--- config.mk ---
export PLATFORM = sky130hd
export DESIGN_NAME = mmf_rank_select
export DESIGN_NICKNAME = d
export VERILOG_FILES = /design/src/design/mmf_pkg.sv /design/src/design/mmf_rank_select.sv
export SDC_FILE = /design/constraint.sdc
export NUM_CORES = 1
export LEC_CHECK = 0
export BUFFER_PORTS_ARGS = -buffer_cell sky130_fd_sc_hd__buf_2
export CAP_MARGIN = 20
export CORE_ASPECT_RATIO = 2
export CORE_MARGIN = 4
export CORE_UTILIZATION = 45
export DETAILED_ROUTE_END_ITERATION = 6
export GPL_ROUTABILITY_DRIVEN = 0
export HOLD_SLACK_MARGIN = 0.02
export PLACE_DENSITY = 0.61
export SYNTH_ARGS = -nofsm -noshare
export SYNTH_HDL_FRONTEND = slang
export SYNTH_SLANG_ARGS = --single-unit
--- constraint.sdc ---
create_clock -name clk -period 15 [get_ports clk]
set_input_delay 4.5 -clock clk [delete_from_list [all_inputs] [get_ports clk]]
set_output_delay 4.5 -clock clk [all_outputs]
set_load 0.01 [all_outputs]
--- src/design/mmf_pkg.sv ---
// Shared types and constants for the masked 3x3 median filter.
package mmf_pkg;

  localparam int MAX_WIDTH_DEF = 1024;
  localparam int MAX_HEIGHT    = 4096;

  localparam int PIX_W    = 8;
  localparam int NTAPS    = 9;
  localparam int RANK_W   = 4;
  localparam int MASK_W   = 9;
  localparam int WCFG_W   = 11;
  localparam int HGT_W    = 13;
  localparam int CFG_W    = 13;
  localparam int CIDX_W   = 2;

  localparam logic [MASK_W-1:0] MASK_RESET   = 9'b010_111_010;
  localparam logic [WCFG_W-1:0] WIDTH_RESET  = 11'd640;
  localparam logic [HGT_W-1:0]  HEIGHT_RESET = 13'd480;

  typedef enum logic [CIDX_W-1:0] {
    REG_MASK   = 2'd0,
    REG_WIDTH  = 2'd1,
    REG_HEIGHT = 2'd2
  } cfg_reg_t;

  // One window handed to the median selector: taps in mask-bit order.
  typedef struct packed {
    logic [NTAPS-1:0]            kept;
    logic [NTAPS-1:0][PIX_W-1:0] smp;
    logic                        last;
  } win_item_t;

endpackage

--- src/design/mmf_rank_select.sv ---
// Two-stage rank-and-select median of up to nine kept window taps.
module mmf_rank_select (
  input  logic                     clk,
  input  logic                     rst,
  input  logic                     in_valid,
  output logic                     in_ready,
  input  mmf_pkg::win_item_t       in_item,
  output logic                     out_valid,
  input  logic                     out_ready,
  output logic [mmf_pkg::PIX_W-1:0] median_value,
  output logic                     last_of_frame
);
  import mmf_pkg::*;

  logic                         v2;
  win_item_t                    it2;
  logic                         v3;
  logic [NTAPS-1:0][PIX_W-1:0]  smp3;
  logic [NTAPS-1:0]             kept3;
  logic [NTAPS-1:0][RANK_W-1:0] rank3;
  logic [RANK_W-1:0]            half3;
  logic                         last3;

  logic [NTAPS-1:0][RANK_W-1:0] rank_next;
  logic [RANK_W-1:0]            count_next;
  logic [PIX_W-1:0]             median_next;
  logic                         out_free;
  logic                         s3_ready;

  assign out_free = !out_valid || out_ready;
  assign s3_ready = !v3 || out_free;
  assign in_ready = !v2 || s3_ready;

  // Rank of each kept tap among kept taps; ties broken by tap position.
  always_comb begin
    count_next = '0;
    for (int i = 0; i < NTAPS; i++) begin
      rank_next[i] = '0;
      if (it2.kept[i]) count_next = count_next + 1'b1;
      for (int j = 0; j < NTAPS; j++) begin
        if (j != i && it2.kept[j] &&
            (it2.smp[j] < it2.smp[i] || (it2.smp[j] == it2.smp[i] && j < i))) begin
          rank_next[i] = rank_next[i] + 1'b1;
        end
      end
    end
  end

  // Exactly one kept tap has rank count/2; none kept gives zero.
  always_comb begin
    median_next = '0;
    for (int i = 0; i < NTAPS; i++) begin
      if (kept3[i] && rank3[i] == half3) median_next = median_next | smp3[i];
    end
  end

  always_ff @(posedge clk) begin
    if (rst) begin
      v2        <= 1'b0;
      v3        <= 1'b0;
      out_valid <= 1'b0;
    end else begin
      if (in_ready) v2 <= in_valid;
      if (s3_ready) v3 <= v2;
      if (out_free) out_valid <= v3;
    end
    if (in_ready && in_valid) it2 <= in_item;
    if (s3_ready && v2) begin
      smp3  <= it2.smp;
      kept3 <= it2.kept;
      rank3 <= rank_next;
      half3 <= count_next >> 1;
      last3 <= it2.last;
    end
    if (out_free && v3) begin
      median_value  <= median_next;
      last_of_frame <= last3;
    end
  end

endmodule

==> impl_metrics.py, run 1 <==
metrics = {
    "routing": {
        "wire_per_inst_um": 23.7,
        "wl_mm": 61.8,
        "dr.pass1.iters": 5,
        "drc": 0,
        "ant_nets": 0,
        "drtIter0Drc": 807,
        "viasPerCell": 6.08,
        "vias": 15900,
    },
    "floorplan": {
        "std_cell_rows": 108,
        "dieArea_mm2": 0.0475,
        "start_util_pct": 45.6,
        "io_pins": 97,
        "fp.dieW_um": 156,
        "fp.dieH_um": 304,
        "core_area_mm2": 0.0434,
    },
    "synth": {
        "synth.most_common_cell": "ha_1",
        "synthAdderAreaFrac_pct": 23.9,
        "synth_seq_cells": 215,
        "synth_xor_area_share_pct": 10.4,
        "yosysWarnings": 0,
        "synthSimpleGateAreaFrac_pct": 13.1,
        "netlist_top_cells_count": "ha_1 (377), edfxtp_1 (212), inv_1 (149), nand2_1 (121), xnor2_1 (116)",
        "synth_seq_area_share_pct": 32.5,
        "syn_nets": 2390,
        "synth_area_leaders": "edfxtp_1 (32%), ha_1 (24%), xnor2_1 (5.1%)",
        "synthArstFlopShare_pct": 0,
        "synth_area_mm2": 0.0198,
        "synth_top_area_share_pct": 32.2,
        "synthMuxAreaShare_pct": 2.49,
        "syn_avg_cell_area_um2": 10.3,
        "synth-edff-count": 212,
        "synthFlopType": "edfxtp_1",
        "synth_area_leader_cell": "edfxtp_1",
        "syn_inst": 1927,
        "synth-compound-area-share_pct": 14.3,
        "synth_cell_types": 89,
        "synth_top_family_by_area": "adder cells",
    },
    "power_and_ir_drop": {
        "power_density_mw_per_mm2": 126,
        "p_leak_nw": 9.31,
        "switching_share_pct": 40.4,
        "p_total_mw": 2.74,
        "p_int_mw": 1.63,
        "peakVddDrop_uv": 108,
        "p_sw_mw": 1.11,
        "seqPwrFrac_pct": 31.0,
        "clkPwrFrac_pct": 18.7,
        "p_comb_share_pct": 50.4,
    },
    "global_route": {
        "grt_util_all_layers_pct": 25.7,
        "grt_max_degree": 73,
        "grt-ovfl-total": 0,
        "grt_pass1_wl_mm": 93.0,
        "grt_pass1_vias": 16200,
        "grt_antenna_before_repair": 0,
    },
    "timing": {
        "maxSlewHeadroom_pct": 21.0,
        "fin_crit_ps": 9940,
        "finClkSkew_ps": 27.4,
        "tns_ps": 0,
        "setup_viol": 0,
        "tightest_slew_ps": 1180,
        "max_freq_ghz": 0.101,
        "finalMaxSlewViolations": 0,
        "final.period_utilization_pct": 66.2,
        "final-hold-violation-count": 0,
        "rsz0062_at_grt": "no",
    },
    "setup_path": {
        "r2r_start": "it2[66]",
        "crit_arrival_ps": 5440,
        "reg2reg_to": "rank3[33]",
        "cp_max_fo": 6,
        "startpoint_type": "input port",
        "r2r_slack_ps": 8910,
        "worst_r2r_path_depth": 23,
        "critPathKind": "input port to output pin",
        "worstPathRequired_ps": 10500,
        "crit_start": "out_ready",
        "crit_end": "in_ready",
        "end_kind": "output pin",
    },
    "clock_tree": {
        "cts_setup_buffers": 0,
        "numCtsBuffers": 20,
        "clockBufferDepth": 3,
        "numClockSinks": 215,
        "worst_skew_pair.late_latency_ps": 560,
        "tritoncts": "built",
        "clock-root-buffer": "clkbuf_16",
        "cts_max_level": 1,
        "cts_resized": 0,
        "clkTransAtPathRegs_ps": 70,
        "cts_hold_buf": 0,
    },
    "outcome": {
        "status": "finished clean",
    },
    "place": {
        "placement.cell_area_mm2": 0.0211,
        "portBuffers": 96,
        "dp_hpwl_mm": 49.0,
    },
    "hold_path": {
        "min_path_type": "register to register",
        "hp-start": "it2[0]",
    },
    "final_layout": {
        "fin_area_mm2": 0.0217,
        "antenna_cells": 0,
        "drive_gt1_share_pct": 11.0,
        "fin_nets": 2507,
        "syn_to_final_growth_pct": 9.88,
    },
    "flow_run": {
        "cap_violations": 0,
    },
}
==> layout by cell type (no fill, tap or decap), types with 21 or more instances in the layout <==
cell / synthesis / layout
nand3_1: 44 / 44
nor2_1: 89 / 89
o211ai_1: 34 / 34
inv_1: 149 / 149
nand4_1: 61 / 61
nand2_1: 121 / 121
xnor2_1: 116 / 116
buf_4: 0 / 21
a21o_1: 24 / 24
buf_2: 2 / 96
edfxtp_1: 212 / 212
ha_1: 377 / 377
nor2b_1: 43 / 43
mux2_2: 26 / 26
xor2_1: 68 / 68
a21oi_1: 110 / 110
o21ai_0: 74 / 74
a211oi_1: 21 / 21
and2_1: 25 / 25
==> critical path: stages <==
cell	delay [ps]
buf_2	90
nor2b_1	490
nand3_1	180
buf_2	170
==> sequential cells by signal (all words and copies together) (netlist names), 3 cells and up <==
signal,flops
smp3,72
kept3,9
it2,82
rank3,36
median_value,8
half3,3
==> worst min path at each step <==
stage                        to  slack, ps  cells past startpoint
after floorplan           last3        400                      0
after global placement    last3        410                      0
after detailed placement  last3        410                      0
after CTS                 last3        430                      0
after global routing      last3        440                      0
final                     last3        430                      0
==> power groups by stage <==
stage	Sequential [mW]	Clock [mW]	Combinational, mW
after floorplan	0.809	0	1.07
after global placement	0.862	0	1.30
after detailed placement	0.863	0	1.36
after CTS	0.851	0.525	1.37
after global routing	0.853	0.548	1.55
final	0.849	0.512	1.38
==> final cells by class <==
class                      instances  area [um2]
clock buffer                      23         512
tap                              550         688
multi-input combinational       1538       12700
timing repair buffer             118         649
clock inverter                    13         130
sequential                       215        6430
fill                            3929       21700
inverter                         151         567
==> stage by stage <==
step | cells | hold WS, ps | util, % | setup WS [ps]
floorplan | 1927 | 400 | - | 874
global placement | 2570 | 411 | 48.5 | 5090
detailed placement | 2572 | 415 | 48.6 | 5060
CTS | 2608 | 431 | 50.1 | 5060
global route | 2608 | 437 | 50.1 | 4990
finish | 2608 | 430 | 50.1 | 5060
==> routing by layer <==
metal	track usage (%)	vias up	wire length, um
li1	-	7440	-
met1	26.6	7582	21400
met2	46.3	573	31300
met3	3.16	256	3220
met4	19.3	0	5840
met5	0	-	0
==> kinds of logic (layout without fill, tap and decap cells) <==
kind of cell / Yosys count / count (layout)
AO/OA/AOI/OAI: 417 / 417
XOR/XNOR: 205 / 205
buffers and inverters: 174 / 305
adder cells (fa/ha/maj): 377 / 377
multiplexers: 46 / 46
AND/OR/NAND/NOR: 493 / 493
flip-flops: 215 / 215
Note: power is estimated with default switching activity, not from simulation.
==> run 2, diff against run 1 <==
- ABC_AREA: not set -> 1
- PLACE_DENSITY: 0.61 -> 0.6
- clock period: 15 -> 10 ns (I/O delays scaled with it)
==> run 2 against run 1 <==
Compared with the run above:
- die area up 3.5%
- first-iteration DRC count up 7.2%
- hold slack better by 15 ps
==> impl_metrics.py, run 2 <==
metrics = {
    "synth": {
        "synth-compound-area-share_pct": 9.16,
        "yosysWarnings": 0,
        "synth_top_family_by_area": "simple AND/OR/NAND/NOR gates",
        "synth-edff-count": 212,
        "synth.most_common_cell": "nand2_1",
        "synth_seq_cells": 215,
        "synth_area_leader_cell": "edfxtp_1",
        "synthAdderAreaFrac_pct": 23.0,
        "synth_top_area_share_pct": 31.1,
        "synthMuxAreaShare_pct": 0.110,
        "syn_inst": 2631,
        "synth_xor_area_share_pct": 1.81,
        "synth_area_leaders": "edfxtp_1 (31%), ha_1 (23%), nand2_1 (13%)",
        "synthFlopType": "edfxtp_1",
        "netlist_top_cells_count": "nand2_1 (719), inv_1 (390), ha_1 (377), edfxtp_1 (212), nand3_1 (208)",
        "syn_nets": 3094,
        "syn_avg_cell_area_um2": 7.79,
        "synth_seq_area_share_pct": 31.4,
        "synth_cell_types": 57,
        "synthArstFlopShare_pct": 0,
        "synth_area_mm2": 0.0205,
        "synthSimpleGateAreaFrac_pct": 26.9,
    },
    "final_layout": {
        "largest_registers": "it2: 82 flops, smp3: 72 flops, rank3: 36 flops",
        "fin_nets": 3217,
        "layout_commonest_cell": "nand2_1",
        "largest_register": "it2",
        "final_core_util_pct": 50.2,
        "antenna_cells": 0,
        "syn_to_final_growth_pct": 10.3,
        "fin_area_mm2": 0.0226,
        "largest_reg_flops": 82,
        "drive_gt1_share_pct": 9.03,
        "mostFrequentLayoutCells": "nand2_1 (719), inv_1 (388), ha_1 (377)",
        "fillers": 4332,
    },
    "power_and_ir_drop": {
        "p_sw_mw": 1.16,
        "clkPwrFrac_pct": 30.8,
        "switching_share_pct": 36.5,
        "p_comb_share_pct": 33.6,
        "power_density_mw_per_mm2": 141,
        "p_leak_nw": 11.5,
        "p_total_mw": 3.18,
        "p_int_mw": 2.02,
        "seqPwrFrac_pct": 35.6,
        "peakVddDrop_uv": 157,
    },
    "floorplan": {
        "start_util_pct": 45.5,
        "fp.dieH_um": 310,
        "std_cell_rows": 110,
        "core_area_mm2": 0.0450,
        "io_pins": 97,
        "fp.dieW_um": 159,
        "dieArea_mm2": 0.0492,
    },
    "place": {
        "dp_hpwl_mm": 51.3,
        "portBuffers": 96,
        "placement.cell_area_mm2": 0.0217,
    },
    "timing": {
        "rsz0062_at_grt": "no",
        "fin_crit_ps": 6600,
        "maxSlewHeadroom_pct": 30.4,
        "setup_viol": 0,
        "tns_ps": 0,
        "max_freq_ghz": 0.151,
        "final.period_utilization_pct": 66.0,
        "tightest_slew_ps": 1040,
        "final-hold-violation-count": 0,
        "finalMaxSlewViolations": 0,
        "finClkSkew_ps": 20.1,
    },
    "clock_tree": {
        "numClockSinks": 215,
        "cts_max_level": 1,
        "tritoncts": "built",
        "worst_skew_pair.late_latency_ps": 570,
        "clockBufferDepth": 3,
        "cts_hold_buf": 0,
        "clock-root-buffer": "clkbuf_16",
        "clkTransAtPathRegs_ps": 70,
        "cts_resized": 0,
        "numCtsBuffers": 22,
        "cts_setup_buffers": 0,
    },
    "setup_path": {
        "end_kind": "output pin",
        "crit_arrival_ps": 3600,
        "critPathKind": "input port to output pin",
        "startpoint_type": "input port",
        "cp_max_fo": 3,
        "worstPathRequired_ps": 7000,
    },
    "global_route": {
        "grt_util_all_layers_pct": 24.7,
        "grt_pass1_wl_mm": 94.5,
        "grt-ovfl-total": 0,
        "grt_pass1_vias": 17800,
        "grt_max_degree": 67,
        "grt_antenna_before_repair": 0,
    },
    "routing": {
        "viasPerCell": 5.46,
        "wl_mm": 62.2,
        "vias": 18200,
        "ant_nets": 0,
        "wire_per_inst_um": 18.7,
        "drc": 0,
        "dr.pass1.iters": 5,
        "drtIter0Drc": 865,
    },
    "hold_path": {
        "min_path_type": "register to register",
    },
    "flow_run": {
        "cap_violations": 0,
    },
    "outcome": {
        "status": "finished clean",
    },
}
run 2: cell count changes after synthesis, sizes merged, moves of 26 or more:
| cell | before | now |
|---|---|---|
| inv | 150 | 393 |
| xor2 | 74 | 20 |
| nor2 | 89 | 213 |
| nand2 | 122 | 752 |
| nand3 | 44 | 221 |
| nor3 | 27 | 1 |
| xnor2 | 120 | 19 |
| a21oi | 110 | 137 |
| nor2b | 43 | 1 |
run 2: cell type report:
class / count / area [um2] / share of cell area (%)
Timing Repair Buffer: 112 / 601 / 2.66
Multi-Input combinational cell: 2008 / 12500 / 55.4
Clock buffer: 22 / 551 / 2.44
Sequential cell: 215 / 6430 / 28.4
Inverter: 395 / 1490 / 6.58
Clock inverter: 18 / 315 / 1.40
Tap cell: 560 / 701 / 3.10
run 2: logic make-up after synthesis:
logic type / Yosys count
adder cells (fa/ha/maj): 377
AND/OR/NAND/NOR: 1277
XOR/XNOR: 39
multiplexers: 2
buffers and inverters: 408
AO/OA/AOI/OAI: 313
flip-flops: 215
run 2: routing by layer:
layer / global-route usage (%) / wire length, um
met1: 24.0 / 21800
met3: 2.06 / 2030
met2: 48.9 / 33500
met4: 16.8 / 4820
met5: 0 / 0
run 2: power groups by stage:
stage	clock [mW]	combinational [mW]	sequential, mW
after floorplan	0	0.785	1.12
after global placement	0	1.02	1.15
after detailed placement	0	1.06	1.15
after CTS	1.01	1.06	1.13
after global routing	1.04	1.23	1.14
final	0.981	1.07	1.13
run 2: path summary, 6_finish.rpt:
kind,from,end,slack (ps),depth (start not counted)
setup / recovery,out_ready,in_ready,3400,6
hold / removal,last3,last_of_frame,450,0
setup reg to reg,it2[16],rank3[29],4360,21
hold reg to reg,last3,last_of_frame,450,0
run 2: critical path, cell delays in order:
cell and delay, ps:
buf_2 100, inv_1 60, nand2_1 70, nor2_1 130
nand2_1 100, buf_2 150
run 2: per-stage QoR:
step	hold WS, ps	worst slack, ps	instances
6_report	445	3400	3330
5_1_grt	463	3330	3330
4_1_cts	452	3400	3329
3_5_place_dp	436	3390	3289
3_3_place_gp	405	3380	3289
2_1_floorplan	400	3670	2631
==> run 3, diff against run 2 <==
- ABC_AREA: 1 -> 0
- PLACE_DENSITY: 0.6 -> 0.63
- clock period: 10 -> 5.67 ns (I/O delays scaled with it)
==> run 3 against run 2 <==
Compared with the run above:
- clock skew down 7.6 ps
- sequential cell count unchanged
- first-iteration DRC count up 16%
- setup slack worse by 3200 ps
- via count down 11%
- largest power group is now combinational cells
- register-to-register slack worse by 4200 ps
- core utilization up 1.5 points
- die area down 3.4%
- cell count down 19%
- sequential share of layout area up 0.23 points
==> impl_metrics.py, run 3 (synthesis gave the netlist of run 1 again) <==
metrics = {
    "floorplan": {
        "start_util_pct": 45.6,
        "core_area_mm2": 0.0434,
        "io_pins": 97,
        "fp.dieW_um": 156,
        "dieArea_mm2": 0.0475,
        "fp.dieH_um": 304,
        "std_cell_rows": 108,
    },
    "final_layout": {
        "fin_area_mm2": 0.0224,
        "largest_register": "it2",
        "antenna_cells": 0,
        "layout_commonest_cell": "ha_1",
        "largest_registers": "it2: 82 flops, smp3: 72 flops, rank3: 36 flops",
        "syn_to_final_growth_pct": 13.4,
        "mostFrequentLayoutCells": "ha_1 (375), edfxtp_1 (212), inv_1 (149)",
        "drive_gt1_share_pct": 14.8,
        "fin_nets": 2583,
        "largest_reg_flops": 82,
    },
    "place": {
        "portBuffers": 96,
        "dp_hpwl_mm": 53.3,
        "placement.cell_area_mm2": 0.0216,
    },
    "clock_tree": {
        "worst_skew_pair.late_latency_ps": 550,
        "cts_max_level": 1,
        "tritoncts": "built",
        "clockBufferDepth": 3,
        "clock-root-buffer": "clkbuf_16",
        "numCtsBuffers": 21,
        "numClockSinks": 215,
        "clkTransAtPathRegs_ps": 70,
    },
    "timing": {
        "final-hold-violation-count": 0,
        "finalMaxSlewViolations": 0,
        "maxSlewHeadroom_pct": 26.4,
        "rsz0062_at_grt": "yes",
        "setup_viol": 0,
        "tns_ps": 0,
        "max_freq_ghz": 0.183,
        "tightest_slew_ps": 1100,
        "fin_crit_ps": 5460,
        "final.period_utilization_pct": 96.4,
        "whs_ps": 422,
        "finClkSkew_ps": 12.4,
    },
    "routing": {
        "wl_mm": 65.3,
        "drtIter0Drc": 1002,
        "vias": 16200,
        "drc": 0,
        "dr.pass1.iters": 5,
        "ant_nets": 0,
        "wire_per_inst_um": 24.3,
        "viasPerCell": 6.02,
    },
    "global_route": {
        "grt_pass1_vias": 16800,
        "grt_util_all_layers_pct": 27.0,
        "grt-ovfl-total": 0,
        "grt_antenna_before_repair": 1,
        "grt_pass1_wl_mm": 96.8,
        "grt_max_degree": 121,
    },
    "power_and_ir_drop": {
        "p_leak_nw": 9.69,
        "power_density_mw_per_mm2": 330,
        "peakVddDrop_uv": 288,
    },
    "setup_path": {
        "worstPathRequired_ps": 5950,
        "cp_max_fo": 5,
        "r2r_slack_ps": 210,
        "end_kind": "register",
        "critPathKind": "register to register",
        "crit_arrival_ps": 5750,
        "startpoint_type": "register",
    },
    "flow_run": {
        "cap_violations": 0,
    },
    "outcome": {
        "status": "finished clean",
    },
    "hold_path": {
        "min_path_type": "register to register",
    },
}
## run 3: changes by cell type in the layout (fill, tap and decap cells not counted), moves of 24 or more
| cell | change |
|---|---|
| xnor2_1 | +98 |
| nand3_1 | -164 |
| nor2b_1 | +42 |
| nand2_1 | -598 |
| buf_4 | +78 |
| inv_1 | -239 |
| nor2_1 | -115 |
| nand2_2 | -32 |
| and2_1 | +24 |
| xor2_1 | +49 |
| a21oi_1 | -28 |
## run 3: worst paths after layout
check,endpoint,depth (start not counted),from
worst max-delay path,rank3[22],23,it2[13]
worst min-delay path,last_of_frame,0,last3
worst max register to register,rank3[22],23,it2[13]
worst min register to register,last_of_frame,0,last3
## run 3: report_power, final
| group | switching, mW | leakage, nW | internal, mW |
|---|---|---|---|
| Combinational | 2.14 | 7.34 | 1.71 |
| Clock | 0.620 | 0.318 | 0.751 |
| Sequential | 0.179 | 2.03 | 2.00 |
## run 3: worst max-delay path: stages (launching register included)
cell and delay (ps):
edfxtp_1 590, buf_4 280, ha_1 290, nand4_1 130
a21oi_1 410, o21ai_0 280, nand2_1 200, inv_1 80
ha_1 330, xnor2_2 310, inv_1 80, ha_1 330
mux2_2 300, mux2i_1 180, xnor2_1 140, nor2_1 50
a21o_1 180, ha_1 290, inv_1 50, a21oi_1 170
ha_1 170, nand2_1 60, xnor2_1 170, xnor2_1 120
## run 3: timing repair
item / in CTS / in global routing
endpoints found under the setup margin: 0 / 10
resized for setup: 0 / 15
hold buffers: 0 / 0
setup buffers: 0 / 4
## run 3: metal layers
metal  part of all wire, %  vias to the layer above  track usage [%]
met5                     0                        -                0
met4                    12                        0             24.3
met3                   4.9                      292             3.50
met2                    50                      569             48.4
met1                    33                     7723             26.2
li1                      -                     7585                -
## run 3: area by class of cell
class | instances | area (um2)
fillers | 3857 | 21000
clock buffers | 31 | 613
well taps | 550 | 688
repair buffers | 193 | 1240
flip-flops and latches | 215 | 6430
inverters | 151 | 567
multi-input cells | 1538 | 12800
clock inverters | 6 | 46.3
## run 3: metrics by stage
stage               setup WS, ps  std cells  util (%)  power [mW]
floorplan                    148       1927         -        4.97
detailed placement           126       2643      49.9        5.97
global placement             288       2643      49.9        5.81
global route               -62.9       2684      51.7        7.97
finish                       206       2684      51.7        7.40
CTS                          106       2680      51.4        7.38
